===== config.mk =====
export PLATFORM = sky130hd
export DESIGN_NAME = aabb_mv_ctrl
export DESIGN_NICKNAME = d
export VERILOG_FILES = /design/src/rtl/aabb_mv_pkg.sv /design/src/rtl/aabb_mv_ctrl.sv
export SDC_FILE = /design/constraint.sdc
export NUM_CORES = 1
export LEC_CHECK = 0
export BUFFER_PORTS_ARGS = -buffer_cell sky130_fd_sc_hd__buf_2
export CAP_MARGIN = 40
export CORE_AREA = 2 2 39 41
export DETAILED_ROUTE_END_ITERATION = 7
export DIE_AREA = 0 0 41 43
export GPL_ROUTABILITY_DRIVEN = 0
export GPL_TIMING_DRIVEN = 0
export SLEW_MARGIN = 30
export SYNTH_ARGS = -nofsm -noshare
export SYNTH_HDL_FRONTEND = slang
export SYNTH_SLANG_ARGS = --single-unit

===== constraint.sdc =====
create_clock -name clk -period 2.9 [get_ports clk]
set_input_delay 0.58 -clock clk [delete_from_list [all_inputs] [get_ports clk]]
set_output_delay 0.58 -clock clk [all_outputs]
set_load 0.05 [all_outputs]

===== src/rtl/aabb_mv_pkg.sv =====
// ----------------------------------------------------------------------------
// aabb_mv_pkg: shared types and constants of the sliding collision mover
// Holds the item modes, the outcome codes, the controller states and the
// command and status bundles between controller and datapath.
// ----------------------------------------------------------------------------
package aabb_mv_pkg;

  localparam int MAX_OBSTACLES_DEF = 64;
  localparam int FRAC_BITS_DEF     = 8;

  localparam logic [1:0] MODE_CLEAR  = 2'd0;
  localparam logic [1:0] MODE_APPEND = 2'd1;
  localparam logic [1:0] MODE_MOVE   = 2'd2;
  localparam logic [1:0] MODE_PLACE  = 2'd3;

  localparam logic [2:0] OUT_FULL    = 3'd0;
  localparam logic [2:0] OUT_XSLIDE  = 3'd1;
  localparam logic [2:0] OUT_YSLIDE  = 3'd2;
  localparam logic [2:0] OUT_BLOCKED = 3'd3;
  localparam logic [2:0] OUT_UPDATED = 3'd4;
  localparam logic [2:0] OUT_TFULL   = 3'd5;

  localparam logic [2:0] REG_SPEED = 3'd0;
  localparam logic [2:0] REG_OFFX  = 3'd1;
  localparam logic [2:0] REG_OFFY  = 3'd2;
  localparam logic [2:0] REG_WID   = 3'd3;
  localparam logic [2:0] REG_HGT   = 3'd4;

  typedef enum logic [3:0] {
    ST_IDLE,
    ST_SQRT,
    ST_MUL,
    ST_DIVX,
    ST_DIVY,
    ST_CAND,
    ST_SCAN,
    ST_DRAIN,
    ST_DONE
  } state_t;

  // Commands from controller to datapath
  typedef struct packed {
    logic load;      // capture the request
    logic simple;    // execute a clear, append or place and raise the result
    logic sqrt_go;   // one square root step
    logic mul_go;    // form the step numerator
    logic divx_go;   // one divide step, x component
    logic divy_go;   // one divide step, y component
    logic cand;      // form the candidate positions
    logic scan_go;   // read the next obstacle and accumulate
    logic decide;    // pick the candidate and raise the result
    logic cnt_clr;   // clear the step counter
  } cmd_t;

  // Status from datapath to controller
  typedef struct packed {
    logic [1:0] mode;
    logic       sqrt_last;
    logic       div_last;
    logic       scan_last;
  } stat_t;

endpackage


===== src/rtl/aabb_mv_ctrl.sv =====
// ----------------------------------------------------------------------------
// aabb_mv_ctrl: controller of the sliding collision mover
// Sequences the square root, the step division and the obstacle scan.
// ----------------------------------------------------------------------------
module aabb_mv_ctrl
  import aabb_mv_pkg::*;
(
  input  logic  clk,
  input  logic  rst,
  input  logic  start,
  input  stat_t stat,
  output logic  busy,
  output cmd_t  cmd
);

  state_t state, state_next;

  // State register
  always_ff @(posedge clk) begin
    if (rst) begin
      state <= ST_IDLE;
    end else begin
      state <= state_next;
    end
  end

  // Next state
  always_comb begin
    state_next = state;
    unique case (state)
      ST_IDLE:  if (start) state_next = ST_DONE; else state_next = ST_IDLE;
      ST_DONE:  state_next = (stat.mode == MODE_MOVE) ? ST_SQRT : ST_IDLE;
      ST_SQRT:  if (stat.sqrt_last) state_next = ST_MUL;
      ST_MUL:   state_next = ST_DIVX;
      ST_DIVX:  if (stat.div_last) state_next = ST_DIVY;
      ST_DIVY:  if (stat.div_last) state_next = ST_CAND;
      ST_CAND:  state_next = ST_SCAN;
      ST_SCAN:  if (stat.scan_last) state_next = ST_DRAIN;
      ST_DRAIN: state_next = ST_IDLE;
      default:  state_next = ST_IDLE;
    endcase
  end

  // Outputs
  always_comb begin
    cmd = '0;
    busy = (state != ST_IDLE);
    unique case (state)
      ST_IDLE:  begin cmd.load = start; cmd.cnt_clr = 1'b1; end
      ST_DONE:  begin cmd.simple = (stat.mode != MODE_MOVE); cmd.cnt_clr = 1'b1; end
      ST_SQRT:  begin cmd.sqrt_go = 1'b1; cmd.cnt_clr = stat.sqrt_last; end
      ST_MUL:   begin cmd.mul_go = 1'b1; cmd.cnt_clr = 1'b1; end
      ST_DIVX:  begin cmd.divx_go = 1'b1; cmd.cnt_clr = stat.div_last; end
      ST_DIVY:  begin cmd.divy_go = 1'b1; cmd.cnt_clr = stat.div_last; end
      ST_CAND:  cmd.cand = 1'b1;
      ST_SCAN:  cmd.scan_go = 1'b1;
      ST_DRAIN: cmd.decide = 1'b1;
      default:  cmd = '0;
    endcase
  end

endmodule


==> results.sh, run 1 <==
export IMPL_fin_crit_ns=2.13
export IMPL_busiest_layer="met2"
export IMPL_grt_max_degree=11
export IMPL_die_x_microns=41
export IMPL_vias_per_cell=4.92
export IMPL_largest_reg_flops=4
export IMPL_clock_sink_count=4
export IMPL_postCtsSetupRepairBufs=0
export IMPL_fmax_mhz=470
export IMPL_drive_gt1_share_pct=33.3
export IMPL_place_area_sq_um=452
export IMPL_crit_required_ns=2.32
export IMPL_fp_dieH_microns=43
export IMPL_hold_path_class="in -> reg"
export IMPL_antenna_found_initial=0
export IMPL_met1_usage_pct=13.8
export IMPL_crit_path_start_kind="flop"
export IMPL_cp_max_fo=10
export IMPL_reg_largest_list="state x4"
export IMPL_final_area_sq_um=474
export IMPL_clock_latency_ns=0.23
export IMPL_io_pins=19
export IMPL_cts_resized=0
export IMPL_fin_ws_ns=0.774
export IMPL_p_leak_nw=0.223
export IMPL_path_clk_slew_ns=0.04
export IMPL_maxCapViolations=0
export IMPL_gr_total_overflow=0
export IMPL_cts_hold_fix_buffers=0
export IMPL_area_growth_pct=38.8
export IMPL_synth_seq_cells=4
export IMPL_period_share_pct=73.3
export IMPL_timing_hold_ws_ns=0.567
export IMPL_final_cell_mix="19 x buf_2, 8 x nor2_1, 7 x nor3_1"
export IMPL_fin_skew_ns=0.00131
export IMPL_num_vias=433
export IMPL_die_area_sq_um=1760
export IMPL_cts_root_buf="clkbuf_4"
export IMPL_maxSlewHeadroom_pct=70.6
export IMPL_grt_pass1_vias=367
export IMPL_wl_per_cell_microns=9.99
export IMPL_power_w=0.000199
export IMPL_hpwlAfterDp_microns=682
export IMPL_wirelength_microns=879
export IMPL_use_met2_pct=16.9
export IMPL_worstMarginPinSlew_ns=0.430
export IMPL_rsz0062_at_grt="false"
export IMPL_syn_nets=59
export IMPL_pre_cts_ws_ns=0.916
export IMPL_filler_cell_count=162
export IMPL_p_per_area_nw_per_um2=419
export IMPL_regMostFlops="state"
export IMPL_setup_tns_final_ns=0
export IMPL_portBuffers=18
export IMPL_final_common_cell="buf_2"
export IMPL_syn_area_sq_um=342
export IMPL_finalSetupViolCount=0
export IMPL_netlist_instances=51
export IMPL_cts_tree="built"
export IMPL_status="completed"
export IMPL_layout_nets=82
export IMPL_drc=0
export IMPL_start_util_pct=24.7
export IMPL_grt_util_met3_pct=1.57
export IMPL_grt_usage_pct=11.2
export IMPL_endpoint_kind="output port"
export IMPL_drt_first_pass_iters=4
export IMPL_ys_warn_count=0
export IMPL_synth_distinct_cells=22
export IMPL_cp_data_arrival_time_ns=1.55
export IMPL_drtAntennaViolNets=0
export IMPL_dr_first_iter_drc_count=8
export IMPL_cts_made_buffers=3
export IMPL_slew_viol_final=0
export IMPL_hold_viol_final=0
export IMPL_coreArea_sq_um=1380
export IMPL_grt_pass1_wl_microns=1380
export IMPL_cts_buffer_depth=2
export IMPL_syn_avg_cell_area_sq_um=6.70
export IMPL_irDropWorstVdd_mv=0.184
export IMPL_row_count=14
export IMPL_crit_type="reg -> out"
export IMPL_htreeDepth=1
export IMPL_diodes=0
export IMPL_synth_seq_area_share_pct=23.4
## metrics by stage
stage,std cells,utilization [%]
floorplan,51,-
global placement,85,32.6
detailed placement,85,32.6
CTS,88,34.3
global route,88,34.3
finish,88,34.3
## synth_stat cells
cell type	n	area, sq um
or4_1	1	7.51
a21oi_1	4	20.0
and3_1	1	6.26
nand2b_1	4	25.0
a211oi_1	1	7.51
o41ai_1	1	8.76
nand2_1	4	15.0
a2111oi_0	1	8.76
nor3_1	7	35.0
nand2b_2	1	8.76
o31ai_1	1	7.51
o21ai_0	1	5.00
nand2b_4	1	13.8
buf_1	1	3.75
o32ai_1	1	8.76
dfxtp_1	4	80.1
nor2_1	8	30.0
nor2b_1	4	25.0
a31oi_1	1	6.26
buf_2	1	5.00
clkbuf_1	2	7.51
and2_1	1	6.26
## path summary, 6_finish.rpt
path / endpoint / start / slack [ns] / cells past startpoint
worst max-delay path: cmd[0] / state[2] / 0.77 / 6
worst min-delay path: state[3] / rst / 0.57 / 2
worst max register to register: state[2] / state[2] / 1.56 / 3
worst min register to register: state[0] / state[1] / 0.67 / 3
## report_power, final
group	switching [W]	total [W]	leakage [nW]	internal [W]
registers	0.00000297	0.0000613	0.0325	0.0000583
logic	0.0000496	0.0000705	0.176	0.0000209
clock network	0.0000208	0.0000669	0.0138	0.0000462
## layout make-up
type	instances	area, sq um	area share (%)
plain buffers	4	16.3	3.43
repair buffers	18	90.1	19.0
clock buffers	3	22.5	4.75
well taps	16	20.0	4.22
flip-flops and latches	4	80.1	16.9
multi-input cells	43	245	51.7
## layer usage
layer	vias to the layer above	routed length (microns)
li1	226	-
met1	200	401
met5	-	0
met3	0	35
met2	7	442
met4	0	0
## logic make-up after synthesis
family,Yosys count,synth area share [%]
AOI/OAI and AO/OA,11,21.2
buffers and inverters,4,4.76
and+or+nand+nor,32,50.5
DFF,4,23.4
## critical path, stage by stage, from the launching register on
cell	delay [ns]
dfxtp_1	0.32
clkbuf_1	0.20
nand2b_1	0.19
a21oi_1	0.14
nor2_1	0.06
o32ai_1	0.09
buf_2	0.30
Power figures use the tool's default switching activity.
==> run 2, diff against run 1 <==
==> constraint.sdc (replaced) <==
create_clock -name clk -period 1.85 [get_ports clk]
set_input_delay 0.37 -clock clk [delete_from_list [all_inputs] [get_ports clk]]
set_output_delay 0.37 -clock clk [all_outputs]
set_load 0.05 [all_outputs]
==> run 2 against run 1 <==
- register-to-register slack lost 1.1 ns
- non-clock buffer count unchanged
- first-iteration DRC count rose by 50%
- sequential share of layout area down 1.8 points
- clock power up 54%
- global-route usage down 0.70 points
- utilization grew 4.2 points
- design area rose by 12%
- final cell count unchanged
- routed wire length down 2.0%
- via count is 4.4% lower
==> results.sh, run 2 (synthesis results as in run 1) <==
export IMPL_htreeDepth=1
export IMPL_antenna_found_initial=0
export IMPL_reg2regPathDepth=4
export IMPL_num_vias=414
export IMPL_fmax_mhz=565
export IMPL_grt_pass1_vias=310
export IMPL_worstHoldEndpoint="state[3]"
export IMPL_hold_path_class="in -> reg"
export IMPL_row_count=14
export IMPL_layout_nets=82
export IMPL_crit_path_start_kind="flop"
export IMPL_cts_tree="built"
export IMPL_grt_usage_pct=10.5
export IMPL_pre_cts_ws_ns=0.0647
export IMPL_die_area_sq_um=1760
export IMPL_gr_total_overflow=0
export IMPL_slew_viol_final=0
export IMPL_drtAntennaViolNets=0
export IMPL_drt_first_pass_iters=3
export IMPL_cts_buffer_depth=2
export IMPL_fin_crit_ns=1.77
export IMPL_cts_hold_fix_buffers=0
export IMPL_vias_per_cell=4.70
export IMPL_crit_buf_inv=2
export IMPL_cp_data_arrival_time_ns=1.40
export IMPL_die_x_microns=41
export IMPL_final_common_cell="buf_2"
export IMPL_endpoint_kind="output port"
export IMPL_wl_per_cell_microns=9.78
export IMPL_finalSetupViolCount=0
export IMPL_wirelength_microns=861
export IMPL_period_share_pct=95.7
export IMPL_crit_required_ns=1.48
export IMPL_drive_gt1_share_pct=47.2
export IMPL_regMostFlops="state"
export IMPL_slowest_stage="dfxtp_1"
export IMPL_path_cells="buf_2 -> a21oi_1 -> nor2_1 -> o32ai_2 -> buf_6"
export IMPL_hold_depth=2
export IMPL_min_from="rst"
export IMPL_reg2reg_to="state[0]"
export IMPL_diodes=0
export IMPL_cp_max_fo=10
export IMPL_filler_cell_count=159
export IMPL_crit_type="reg -> out"
export IMPL_postCtsSetupRepairBufs=0
export IMPL_status="completed"
export IMPL_clock_latency_ns=0.23
export IMPL_cts_root_buf="clkbuf_4"
export IMPL_coreArea_sq_um=1380
export IMPL_setup_tns_final_ns=0
export IMPL_dr_first_iter_drc_count=12
export IMPL_io_pins=19
export IMPL_hold_viol_final=0
export IMPL_p_leak_nw=0.260
export IMPL_fin_skew_ns=0.000199
export IMPL_irDropWorstVdd_mv=0.231
export IMPL_clock_sink_count=4
export IMPL_area_growth_pct=55.7
export IMPL_max_stage_delay_ns=0.42
export IMPL_largest_reg_flops=4
export IMPL_reg_largest_list="state x4"
export IMPL_r2r_start="state[0]"
export IMPL_worstMarginPinSlew_ns=0.320
export IMPL_start_util_pct=24.7
export IMPL_final_cell_mix="18 x buf_2, 7 x nor2_1, 5 x nor3_2, 5 x clkbuf_4"
export IMPL_grt_pass1_wl_microns=1260
export IMPL_rrSetupSlack_ns=0.49
export IMPL_fin_util_pct=38.4
export IMPL_grt_max_degree=11
export IMPL_hpwlAfterDp_microns=656
export IMPL_drc=0
export IMPL_path_clk_slew_ns=0.03
export IMPL_cp_top_family="buffers and inverters"
export IMPL_rsz0062_at_grt="false"
export IMPL_fin_ws_ns=0.0799
export IMPL_maxSlewHeadroom_pct=78.1
export IMPL_p_per_area_nw_per_um2=603
export IMPL_portBuffers=18
export IMPL_cts_made_buffers=3
export IMPL_fp_dieH_microns=43
export IMPL_maxCapViolations=0
==> run 2: cell count changes in the layout (fill, tap and decap cells not counted), moves of 2 or more <==
cell / before / now
clkbuf_1: 2 / 0
clkbuf_4: 3 / 5
nor3_1: 7 / 2
nor3_2: 0 / 5
==> run 2: cell type report <==
type	count	area, sq um	area share [%]
multi-input combinational	43	285	53.6
sequential	4	80.1	15.1
timing repair buffer	18	101	19.1
clock buffer	3	22.5	4.24
buffer	4	22.5	4.24
tap	16	20.0	3.76
==> run 2: worst max path at each step <==
stage / from / slack, ns / depth (start not counted) / end
after CTS: state[1] / 0.03 / 5 / cmd[8]
after floorplan: state[3] / 0.03 / 3 / cmd[8]
after global routing: state[2] / 0.005 / 6 / cmd[0]
after detailed placement: state[0] / 0.06 / 5 / cmd[0]
final: state[0] / 0.08 / 5 / cmd[0]
after global placement: state[0] / 0.06 / 5 / cmd[0]
==> run 2: report_power, final <==
part	internal [W]	switching [W]	leakage, nW
sequential	0.0000915	0.00000489	0.0325
combinational	0.0000393	0.0000823	0.213
clock	0.0000722	0.0000307	0.0138
==> run 2: per-layer routing <==
metal | part of all wire [%] | track usage [%] | wire length (microns)
met1 | 46 | 13.5 | 394
met2 | 49 | 15.0 | 418
met3 | 5.7 | 1.57 | 49
met4 | 0 | 8.00 | 0
met5 | 0 | 0 | 0
==> run 2: stage by stage <==
stage	hold WS (ns)	power [W]	instances	cell area [sq um]
2_1_floorplan	0.442	0.000184	51	374
3_3_place_gp	0.602	0.000213	85	484
3_5_place_dp	0.603	0.000214	85	484
4_1_cts	0.355	0.000325	88	515
5_1_grt	0.370	0.000341	88	532
6_report	0.363	0.000321	88	532
==> run 2: what timing repair did <==
item	4_1_cts	5_1_grt
endpoints found under the hold margin	0	0
setup endpoints to repair	4	3
cloned	0	0
gates resized for setup	5	8
